`config.mk`:
```
export PLATFORM = sky130hd
export DESIGN_NAME = calendar_to_epoch_seconds
export DESIGN_NICKNAME = d
export VERILOG_FILES = /design/src/hdl/cte_pkg.sv /design/src/hdl/calendar_to_epoch_seconds.sv /design/src/hdl/cte_dp.sv /design/src/hdl/cte_ctrl.sv
export SDC_FILE = /design/constraint.sdc
export NUM_CORES = 1
export LEC_CHECK = 0
export BUFFER_PORTS_ARGS = -buffer_cell sky130_fd_sc_hd__buf_2
export CAP_MARGIN = 20
export CORE_MARGIN = 3
export CORE_UTILIZATION = 60
export CTS_CLUSTER_SIZE = 10
export DETAILED_ROUTE_END_ITERATION = 8
export PLACE_DENSITY = 0.88
export SYNTH_ARGS = -nofsm -noshare
export SYNTH_HDL_FRONTEND = slang
export SYNTH_SLANG_ARGS = --single-unit
```
`constraint.sdc`:
```
create_clock -name clock -period 6.2 [get_ports clock]
set_input_delay 0.93 -clock clock [delete_from_list [all_inputs] [get_ports clock]]
set_output_delay 0.93 -clock clock [all_outputs]
set_load 0.05 [all_outputs]
```
`src/hdl/cte_pkg.sv`:
```
`timescale 1ns / 1ps
package cte_pkg;

   // Field widths
   localparam int unsigned YEAR_W  = 8;
   localparam int unsigned MONTH_W = 4;
   localparam int unsigned DAY_W   = 5;
   localparam int unsigned HOUR_W  = 5;
   localparam int unsigned MIN_W   = 6;
   localparam int unsigned SEC_W   = 6;
   localparam int unsigned SECS_W  = 34;

   // Day count and time-of-day widths (largest day count is below 2^17)
   localparam int unsigned DAYS_W = 17;
   localparam int unsigned TOD_W  = 17;
   localparam int unsigned DBM_W  = 9;

   // Offset of the epoch year from 1900
   localparam logic [YEAR_W-1:0] UNIX_BASE_OFS = 8'd70;
   // Offset of 2100, a century year that is not a leap year
   localparam logic [YEAR_W-1:0] NONLEAP_CENTURY_OFS = 8'd200;

   localparam logic [MONTH_W-1:0] MONTH_FIRST = 4'd1;
   localparam logic [MONTH_W-1:0] MONTH_FEB   = 4'd2;
   localparam logic [MONTH_W-1:0] MONTH_LAST  = 4'd12;

   localparam logic [DAYS_W-1:0] DAYS_COMMON_YEAR = 17'd365;
   localparam logic [DAYS_W-1:0] DAYS_LEAP_YEAR   = 17'd366;

   localparam logic [TOD_W-1:0]  SECS_PER_HOUR   = 17'd3600;
   localparam logic [TOD_W-1:0]  SECS_PER_MINUTE = 17'd60;
   localparam logic [SECS_W-1:0] SECS_PER_DAY    = 34'd86400;

   // Controller to datapath commands
   typedef struct packed {
      logic load;
      logic year_step;
      logic add_month;
      logic mult;
      logic sum;
      logic finish;
   } cte_cmd_type;

   // Datapath to controller status
   typedef struct packed {
      logic year_done;
      logic err;
   } cte_status_type;

   // Gregorian leap test on a year given as offset from 1900 (1900..2155)
   function automatic logic is_leap(input logic [YEAR_W-1:0] yofs);
      is_leap = (yofs[1:0] == 2'b00) && (yofs != NONLEAP_CENTURY_OFS) &&
                (yofs != '0);
   endfunction

   // Days before the first of a month (1..12); leap years gain a day from March
   function automatic logic [DBM_W-1:0] days_before_month(
      input logic                leap,
      input logic [MONTH_W-1:0] mon
   );
      logic [DBM_W-1:0] base;
      base = '0;
      unique case (mon)
         4'd1:    base = 9'd0;
         4'd2:    base = 9'd31;
         4'd3:    base = 9'd59;
         4'd4:    base = 9'd90;
         4'd5:    base = 9'd120;
         4'd6:    base = 9'd151;
         4'd7:    base = 9'd181;
         4'd8:    base = 9'd212;
         4'd9:    base = 9'd243;
         4'd10:   base = 9'd273;
         4'd11:   base = 9'd304;
         4'd12:   base = 9'd334;
         default: base = 9'd0;
      endcase
      if (leap && (mon > MONTH_FEB)) begin
         base = base + 9'd1;
      end
      days_before_month = base;
   endfunction

endpackage

```
`src/hdl/calendar_to_epoch_seconds.sv`:
```
`timescale 1ns / 1ps
// Channel   Ports                                   Direction   Handshake
// req       year_since_1900 month day_of_month      in          req_valid / req_stall
//           hour minute second
// rsp       epoch_seconds error                     out         rsp_valid / rsp_stall
//
// An item walks the years from 1970 to its year, adding one whole year a cycle, then
// passes the month, multiply, sum and finish states. A faulted item skips to finish.
// One item is in work at a time; req_stall is high until the result is loaded.
// Reset is synchronous and clears the controller and the result valid.
// A stalled result is held while the next item is accepted and worked on.
module calendar_to_epoch_seconds (
   input  logic                          clock,
   input  logic                          reset,
   input  logic                          req_valid,
   output logic                          req_stall,
   input  logic [cte_pkg::YEAR_W-1:0]    req_year_since_1900,
   input  logic [cte_pkg::MONTH_W-1:0]   req_month,
   input  logic [cte_pkg::DAY_W-1:0]     req_day_of_month,
   input  logic [cte_pkg::HOUR_W-1:0]    req_hour,
   input  logic [cte_pkg::MIN_W-1:0]     req_minute,
   input  logic [cte_pkg::SEC_W-1:0]     req_second,
   output logic                          rsp_valid,
   input  logic                          rsp_stall,
   output logic [cte_pkg::SECS_W-1:0]    rsp_epoch_seconds,
   output logic                          rsp_error
);

   cte_pkg::cte_cmd_type    cmd;
   cte_pkg::cte_status_type status;

   cte_ctrl u_ctrl (
      .clock     (clock),
      .reset     (reset),
      .req_valid (req_valid),
      .req_stall (req_stall),
      .rsp_valid (rsp_valid),
      .rsp_stall (rsp_stall),
      .cmd       (cmd),
      .status    (status)
   );

   cte_dp u_dp (
      .clock           (clock),
      .reset           (reset),
      .cmd             (cmd),
      .status          (status),
      .year_since_1900 (req_year_since_1900),
      .month           (req_month),
      .day_of_month    (req_day_of_month),
      .hour            (req_hour),
      .minute          (req_minute),
      .second          (req_second),
      .epoch_seconds   (rsp_epoch_seconds),
      .error           (rsp_error)
   );

endmodule

```
`src/hdl/cte_dp.sv`:
```
`timescale 1ns / 1ps
module cte_dp (
   input  logic                            clock,
   input  logic                            reset,
   input  cte_pkg::cte_cmd_type            cmd,
   output cte_pkg::cte_status_type         status,
   input  logic [cte_pkg::YEAR_W-1:0]      year_since_1900,
   input  logic [cte_pkg::MONTH_W-1:0]     month,
   input  logic [cte_pkg::DAY_W-1:0]       day_of_month,
   input  logic [cte_pkg::HOUR_W-1:0]      hour,
   input  logic [cte_pkg::MIN_W-1:0]       minute,
   input  logic [cte_pkg::SEC_W-1:0]       second,
   output logic [cte_pkg::SECS_W-1:0]      epoch_seconds,
   output logic                            error
);

   logic [cte_pkg::YEAR_W-1:0]  year_ff,  year_in;
   logic [cte_pkg::MONTH_W-1:0] month_ff, month_in;
   logic [cte_pkg::DAY_W-1:0]   day_ff,   day_in;
   logic [cte_pkg::HOUR_W-1:0]  hour_ff,  hour_in;
   logic [cte_pkg::MIN_W-1:0]   minute_ff, minute_in;
   logic [cte_pkg::SEC_W-1:0]   second_ff, second_in;
   logic                        err_ff,   err_in;
   logic [cte_pkg::YEAR_W-1:0]  ycnt_ff,  ycnt_in;
   logic [cte_pkg::DAYS_W-1:0]  days_ff,  days_in;
   logic [cte_pkg::TOD_W-1:0]   tod_ff,   tod_in;
   logic [cte_pkg::SECS_W-1:0]  prod_ff,  prod_in;
   logic [cte_pkg::SECS_W-1:0]  secs_ff,  secs_in;
   logic [cte_pkg::SECS_W-1:0]  out_secs_ff, out_secs_in;
   logic                        out_err_ff,  out_err_in;

   logic                        bad_input;
   logic [cte_pkg::DBM_W-1:0]   dbm;

   // Range check of year and month on the incoming item
   assign bad_input = (year_since_1900 < cte_pkg::UNIX_BASE_OFS) ||
                      (month < cte_pkg::MONTH_FIRST) || (month > cte_pkg::MONTH_LAST);

   // Month table, leap test on the full year
   assign dbm = cte_pkg::days_before_month(cte_pkg::is_leap(year_ff), month_ff);

   always_comb begin
      year_in     = year_ff;
      month_in    = month_ff;
      day_in      = day_ff;
      hour_in     = hour_ff;
      minute_in   = minute_ff;
      second_in   = second_ff;
      err_in      = err_ff;
      ycnt_in     = ycnt_ff;
      days_in     = days_ff;
      tod_in      = tod_ff;
      prod_in     = prod_ff;
      secs_in     = secs_ff;
      out_secs_in = out_secs_ff;
      out_err_in  = out_err_ff;

      // Capture the item and start the year walk at 1970
      if (cmd.load) begin
         year_in   = year_since_1900;
         month_in  = month;
         day_in    = day_of_month;
         hour_in   = hour;
         minute_in = minute;
         second_in = second;
         err_in    = bad_input;
         ycnt_in   = cte_pkg::UNIX_BASE_OFS;
         days_in   = '0;
      end

      // Add one whole year
      if (cmd.year_step) begin
         days_in = days_ff + (cte_pkg::is_leap(ycnt_ff) ? cte_pkg::DAYS_LEAP_YEAR
                                                        : cte_pkg::DAYS_COMMON_YEAR);
         ycnt_in = ycnt_ff + 8'd1;
      end

      // Add days before the month and the day itself; form the time of day
      if (cmd.add_month) begin
         days_in = days_ff + cte_pkg::DAYS_W'(dbm) + cte_pkg::DAYS_W'(day_ff);
         tod_in  = cte_pkg::TOD_W'(hour_ff) * cte_pkg::SECS_PER_HOUR +
                   cte_pkg::TOD_W'(minute_ff) * cte_pkg::SECS_PER_MINUTE +
                   cte_pkg::TOD_W'(second_ff);
      end

      // Scale days to seconds
      if (cmd.mult) begin
         prod_in = cte_pkg::SECS_W'(days_ff) * cte_pkg::SECS_PER_DAY;
      end

      // Add time of day; the day count was one-based, so drop one day
      if (cmd.sum) begin
         secs_in = prod_ff + cte_pkg::SECS_W'(tod_ff) - cte_pkg::SECS_PER_DAY;
      end

      // Load the output register
      if (cmd.finish) begin
         out_secs_in = err_ff ? '0 : secs_ff;
         out_err_in  = err_ff;
      end
   end

   always_ff @(posedge clock) begin
      year_ff     <= year_in;
      month_ff    <= month_in;
      day_ff      <= day_in;
      hour_ff     <= hour_in;
      minute_ff   <= minute_in;
      second_ff   <= second_in;
      err_ff      <= err_in;
      ycnt_ff     <= ycnt_in;
      days_ff     <= days_in;
      tod_ff      <= tod_in;
      prod_ff     <= prod_in;
      secs_ff     <= secs_in;
      out_secs_ff <= out_secs_in;
      out_err_ff  <= out_err_in;
   end

   assign status.year_done = (ycnt_ff == year_ff);
   assign status.err       = err_ff;
   assign epoch_seconds    = out_secs_ff;
   assign error            = out_err_ff;

`ifndef SYNTHESIS
   // A faulted item always leaves a zero count
   a_err_zero: assert property (@(posedge clock) disable iff (reset)
      cmd.finish && err_ff |=> (out_secs_ff == '0) && out_err_ff)
      else $error("error result with non-zero seconds");
`endif

endmodule

```
`src/hdl/cte_ctrl.sv`:
```
`timescale 1ns / 1ps
module cte_ctrl (
   input  logic                     clock,
   input  logic                     reset,
   input  logic                     req_valid,
   output logic                     req_stall,
   output logic                     rsp_valid,
   input  logic                     rsp_stall,
   output cte_pkg::cte_cmd_type     cmd,
   input  cte_pkg::cte_status_type  status
);

   typedef enum logic [2:0] {
      S_IDLE,
      S_YEARS,
      S_MONTH,
      S_MULT,
      S_SUM,
      S_FINISH
   } state_type;

   state_type state_ff, state_in;
   logic      rsp_valid_ff, rsp_valid_in;
   logic      out_free;

   // Output register can take a new item when empty or being drained
   assign out_free = !rsp_valid_ff || !rsp_stall;

   // Decode commands from state
   always_comb begin
      cmd           = '0;
      cmd.load      = (state_ff == S_IDLE) && req_valid;
      cmd.year_step = (state_ff == S_YEARS) && !status.err && !status.year_done;
      cmd.add_month = (state_ff == S_MONTH);
      cmd.mult      = (state_ff == S_MULT);
      cmd.sum       = (state_ff == S_SUM);
      cmd.finish    = (state_ff == S_FINISH) && out_free;
   end

   always_comb begin
      state_in     = state_ff;
      rsp_valid_in = rsp_valid_ff && rsp_stall;
      unique case (state_ff)
         S_IDLE: begin
            if (req_valid) begin
               state_in = S_YEARS;
            end
         end
         S_YEARS: begin
            priority if (status.err) begin
               state_in = S_FINISH;
            end else if (status.year_done) begin
               state_in = S_MONTH;
            end
         end
         S_MONTH:  state_in = S_MULT;
         S_MULT:   state_in = S_SUM;
         S_SUM:    state_in = S_FINISH;
         S_FINISH: begin
            if (out_free) begin
               state_in     = S_IDLE;
               rsp_valid_in = 1'b1;
            end
         end
         default:  state_in = S_IDLE;
      endcase
   end

   always_ff @(posedge clock) begin
      if (reset) begin
         state_ff     <= S_IDLE;
         rsp_valid_ff <= 1'b0;
      end else begin
         state_ff     <= state_in;
         rsp_valid_ff <= rsp_valid_in;
      end
   end

   assign req_stall = (state_ff != S_IDLE);
   assign rsp_valid = rsp_valid_ff;

`ifndef SYNTHESIS
   // An accepted item starts the year walk
   a_accept_walk: assert property (@(posedge clock) disable iff (reset)
      req_valid && !req_stall |=> state_ff == S_YEARS)
      else $error("accepted item did not start the year walk");

   // Finishing always presents a result
   a_finish_valid: assert property (@(posedge clock) disable iff (reset)
      cmd.finish |=> rsp_valid_ff)
      else $error("finished item not presented");

   // A stalled result is never overwritten by a finishing item
   a_no_overwrite: assert property (@(posedge clock) disable iff (reset)
      rsp_valid_ff && rsp_stall |-> !cmd.finish)
      else $error("result overwritten while stalled");

   // The year walk keeps going until the target year is reached
   a_walk_holds: assert property (@(posedge clock) disable iff (reset)
      cmd.year_step |=> state_ff == S_YEARS)
      else $error("year walk left early");
`endif

endmodule

```
* Word level (Yosys, flattened, before mapping)
Memory sizes are Yosys's and may differ from the RTL's. A register that Yosys moved wholly into a read port is not among the register bits. Cells that the tools add are included.
Word-level totals: word-level logic and storage cells 85, bits in read-only memories 144, bits in registers 177, memories 1
Memories:
- (name not given) | words 16, width 9, rd ports 1, clocked after Yosys merged registers in 1, wr ports 0, RTL line cte_pkg.sv:63 | unique case (mon)
Operators by class: add/sub/neg operators 9, reduce and logical (&&, ||, !) cells 26, eq/ne operators 11, multiplexer cells 15, order comparisons 4, multipliers 3
Operator list (number):
- 17-bit two-way mux | 3
- 34-bit by 17-bit adder with 34-bit output | 1
- 34-bit by 17-bit subtractor with 34-bit output (second input constant) | 1
- 17-bit by 10-bit multiplier with 27-bit output (second input constant) | 1
- 3-bit one-hot mux with 6 select lines | 1
- 17-bit by 12-bit adder with 17-bit output | 1
- 17-bit adder | 1
- 17-bit by 5-bit adder with 17-bit output | 1
- 17-bit by 6-bit adder with 17-bit output | 1
- 17-bit by 9-bit adder with 17-bit output | 1
- 8-bit two-way mux | 2
- 8-bit != test (second input constant) | 2
- 8-bit nonzero test | 2
- 5-bit by 8-bit multiplier with 13-bit output (second input constant) | 1
- 3-bit two-way mux | 4
- 1-bit logical AND | 10
- 6-bit by 4-bit multiplier with 10-bit output (second input constant) | 1
- 9-bit by 1-bit adder with 9-bit output (second input constant) | 1
- 9-bit two-way mux | 1
- 8-bit by 1-bit adder with 8-bit output (second input constant) | 1
- 8-bit == test | 1
- 8-bit by 7-bit < comparator with 1-bit output (second input constant) | 1
- 3-bit by 2-bit == test with 1-bit output (second input constant) | 2
- 3-bit == test (second input constant) | 2
- 17 further kinds | 25

* Depth between registers and ports, before layout
depth after elaboration 8, gate-level depth with buffers 18, depth with buffers taken out 18

* Modules after synthesis
From an unflattened synthesis, not the netlist that was laid out.
Unflattened totals: cells, all modules 1270, area, all modules 13877.1 um^2
By module, submodules not included:
- cte_dp | times used 1, cells an instance 1239, area an instance 13646.8 um^2, sequential area each 5375.2 um^2
- cte_ctrl | times used 1, cells an instance 31, area an instance 230.2 um^2, sequential area each 80.1 um^2

* Worst setup path after synthesis
OpenSTA, ideal clock, no wires.
path kind flip-flop to flip-flop, start point register u_dp.days_ff[6] (netlist name), end point register u_dp.prod_ff[33] (netlist name), data pin, data required time 5.940 ns, data arrival time 4.294 ns, setup slack 1.646 ns, library setup time 0.260 ns, cell stages (with the launch flop) 17, buffers on the path 1, clock period less this slack 4.554 ns, path through edfxtp_1 > ha_1 > fa_1 > fa_1 > ha_1 > inv_1 > fa_1 > inv_1 > ha_1 > clkbuf_1 > a21o_1 > a31o_2 > a31oi_4 > o21ai_2 > a31o_1 > a211oi_2 > xnor2_1
Between the ends: cells in the longest elaborated chain, start to end 1
RTL lines:
- start, declared | RTL line cte_dp.sv:25 | logic [cte_pkg::DAYS_W-1:0] days_ff, days_in;
- start signal, assigned | RTL line cte_dp.sv:112 | days_ff <= days_in;
- 17-bit by 10-bit multiplier with 27-bit output | RTL line cte_dp.sv:88 | prod_in = cte_pkg::SECS_W'(days_ff) * cte_pkg::SECS_PER_DAY;
- end signal, assigned | RTL line cte_dp.sv:114 | prod_ff <= prod_in;
- end, declared | RTL line cte_dp.sv:27 | logic [cte_pkg::SECS_W-1:0] prod_ff, prod_in;
Every way passes these cells. A chain may end at the register's enable or synchronous reset.

* Worst setup path in the final report
start point register u_dp.days_ff[1] (netlist name), end point register u_dp.prod_ff[31] (netlist name), data pin
The elaborated chain is that of the path after synthesis.

==> impl_metrics.csv <==
group,metric,value,unit
setup_path,cp-startpoint,"u_dp.days_ff[1]",
sta,fin_skew,11.3,ps
grt,grt_max_degree,39,
sta,setup_violations,0,
setup_path,path_max_fanout,7,
floorplan,rows,54,
yosys,syn-num-nets,1528,
floorplan,core_area,0.0220,mm2
setup_path,cp_num_buf_inv,4,
sta,finalHoldViolCount,0,
drt,drt_iter0_markers,502,
floorplan,dieArea,0.0245,mm2
sta,worst_pin_slew,987,ps
setup_path,cpPeakStageDelay,530,ps
clocking,cts_buffers,17,
drt,wl,24.9,mm
finish,finalNetCount,1609,
drt,dr_total_vias,9125,
hold_path,hold_start,"u_dp.tod_ff[6]",
yosys,synth_edf_count,173,
yosys,synthesis.area,0.0136,mm2
yosys,synth_cells,1233,
drt,drc,0,
grt,antenna_found_initial,0,
yosys,yosysSeqAreaShare,40.1,%
drt,avgRoutedWirePerCell,15.5,um
sta,fmax,0.199,GHz
setup_path,required,6380,ps
sta,fin_crit_sh,81.1,%
grt,gr-total-overflow,0,
setup_path,crit_family,"adder cells",
sta,slew_headroom,33.8,%
yosys,ys_types,64,
floorplan,ioPinCount,75,
setup_path,worstPathArrival,5210,ps
clocking,path_clk_slew,80,ps
floorplan,start_util,61.7,%
grt,grt_first_pass_wirelength,42.4,mm
clocking,h-tree-depth,4,
place,dp_hpwl,18.5,mm
setup_path,endpoint_kind,"flip-flop",
finish,n_antenna_cell,0,
floorplan,die_x,157,um
yosys,async_reset_ff_share,0,%
yosys,avgSynthCellArea,11.0,um2
setup_path,cp_common_cell,"inv_1",
yosys,ys_seq_elements,186,
place,gp_congestion,0.857,
sta,fin_crit,5030,ps
setup_path,timing.rr.start,"u_dp.days_ff[1]",
clocking,post_cts_buffers,0,
clocking,clockBufferDepth,2,
drt,ant_nets,0,
drt,via_per_inst,5.68,
finish,fillers,1552,
place,io_buffers,74,
floorplan,die_h,157,um
finish,drive_above_1_share,10.0,%
setup_path,worstSetupStartpointType,"flip-flop",
setup_path,critical-path-slowest-cell,"edfxtp_1",
setup_path,criticalPathCategory,"reg2reg",
yosys,synth-main-ff-cell,"edfxtp_1",
drt,drtPass1Iterations,5,
run,maxCapViolCount,0,
hold_path,hold_class,"reg2reg",
sta,slew_violations,0,
sta,rsz0062_at_grt,"no",
outcome,status,"finished clean",
clocking,cts_resized,0,
finish,areaGrowthSynthToFinish,9.49,%
yosys,yosysWarningCount,0,
grt,grt_pass1_vias,9306,
grt,grtUsageTotal,21.1,%
clocking,clock-root-buffer,"clkbuf_16",
setup_path,path_cells,"ha_1 -> inv_1 -> fa_1 -> inv_1 -> fa_1 -> ha_1 -> inv_1 -> fa_1 -> inv_1 -> ha_1 -> a21oi_1 -> o21ai_0 -> a31o_2 -> a31oi_4 -> o21ai_2 -> a31o_1 -> a31oi_1 -> xnor2_1",
clocking,cts_tree,"yes",
clocking,clk_latency,440,ps
clocking,postCtsHoldBufs,0,
sta,setup_tns,0,ps
clocking,clock-sinks,186,
-- per-stage QoR --
| step | hold slack [ps] | instances | area [um2] | setup WS, ps | utilization, % |
|---|---|---|---|---|---|
| after floorplan | 400 | 1233 | 13600 | 1650 | - |
| after global placement | 402 | 1574 | 14300 | 1500 | 64.9 |
| after detailed placement | 406 | 1574 | 14300 | 1340 | 64.9 |
| after CTS | 424 | 1606 | 14900 | 1200 | 67.5 |
| after global routing | 429 | 1607 | 14900 | 908 | 67.6 |
| final | 422 | 1607 | 14900 | 1170 | 67.6 |
-- sequential cells by signal (all words and copies together), names as in the netlist, 6 cells and up, named ones only --
signal / cells
u_dp.ycnt_ff: 8
u_dp.days_ff: 17
u_dp.secs_ff: 34
u_dp.minute_ff: 6
u_dp.year_ff: 8
u_dp.tod_ff: 17
u_dp.epoch_seconds: 34
u_dp.prod_ff: 27
u_dp.second_ff: 6
-- worst paths after layout --
kind	endpoint	slack [ps]	cells after the start
max	u_dp.prod_ff[31]	1170	18
min	u_dp.secs_ff[6]	420	0
max reg2reg	u_dp.prod_ff[31]	1170	18
min reg2reg	u_dp.secs_ff[6]	420	0
-- routing by layer --
metal / vias to the layer above / share of wire (%) / GRT usage, %
met5: - / 0 / 0
li1: 4481 / - / -
met3: 56 / 4.3 / 3.24
met2: 253 / 51 / 37.1
met4: 0 / 2.3 / 7.63
met1: 4335 / 42 / 26.6
-- Yosys cell counts (19+ instances only) --
library cell    n  area (um2)
a21o_1         35         263
a21oi_1        75         375
edfxtp_1      173        5190
fa_1           57        1140
ha_1          200        2500
inv_1         186         698
nand2_1        52         195
nand3_1        19        95.1
nor2_1         53         199
nor2b_1        43         269
o21ai_0        48         240
xnor2_1        65         569
xor2_1         36         315
-- layout make-up --
class | instances | area (um2) | share of cell area [%]
Clock buffer | 17 | 425 | 2.86
Clock inverter | 15 | 138 | 0.925
Inverter | 187 | 702 | 4.72
Multi-Input combinational cell | 841 | 7380 | 49.6
Sequential cell | 186 | 5460 | 36.7
Tap cell | 280 | 350 | 2.35
Timing Repair Buffer | 81 | 435 | 2.93
-- cell families after synthesis --
group	synth area share (%)
adder cells (fa/ha/maj)	26.8
multiplexers	0.479
AND/OR/NAND/NOR	8.35
buffers and inverters	5.70
XOR/XNOR	6.51
AO/OA/AOI/OAI	12.0
flip-flops	40.1
-- layout by cell type (no fill, tap or decap), types with 5 or more instances in the layout --
master	Yosys	final
o41ai_1	5	5
a21boi_0	5	5
o22ai_1	8	8
buf_2	1	74
nor2b_1	43	43
o21bai_1	6	6
buf_4	0	6
nand3_1	19	19
or3_1	5	5
and3_1	9	9
a21o_1	35	35
a211oi_1	11	11
xnor2_1	65	65
ha_1	200	200
xor2_1	36	36
dfxtp_1	13	13
clkbuf_16	0	17
fa_1	57	57
a31oi_1	8	8
nand2b_1	10	10
nor3_1	8	8
nor2_1	53	52
o21a_1	10	10
o21ai_0	48	47
o31ai_1	6	6
a31o_2	5	5
edfxtp_1	173	173
nand2_1	52	52
inv_1	186	186
a21oi_1	75	74
nand4_1	13	13
Power is left out: the tool's default activity adds up to more than one toggle a clock period on the data nets, which glitch-free logic cannot reach.
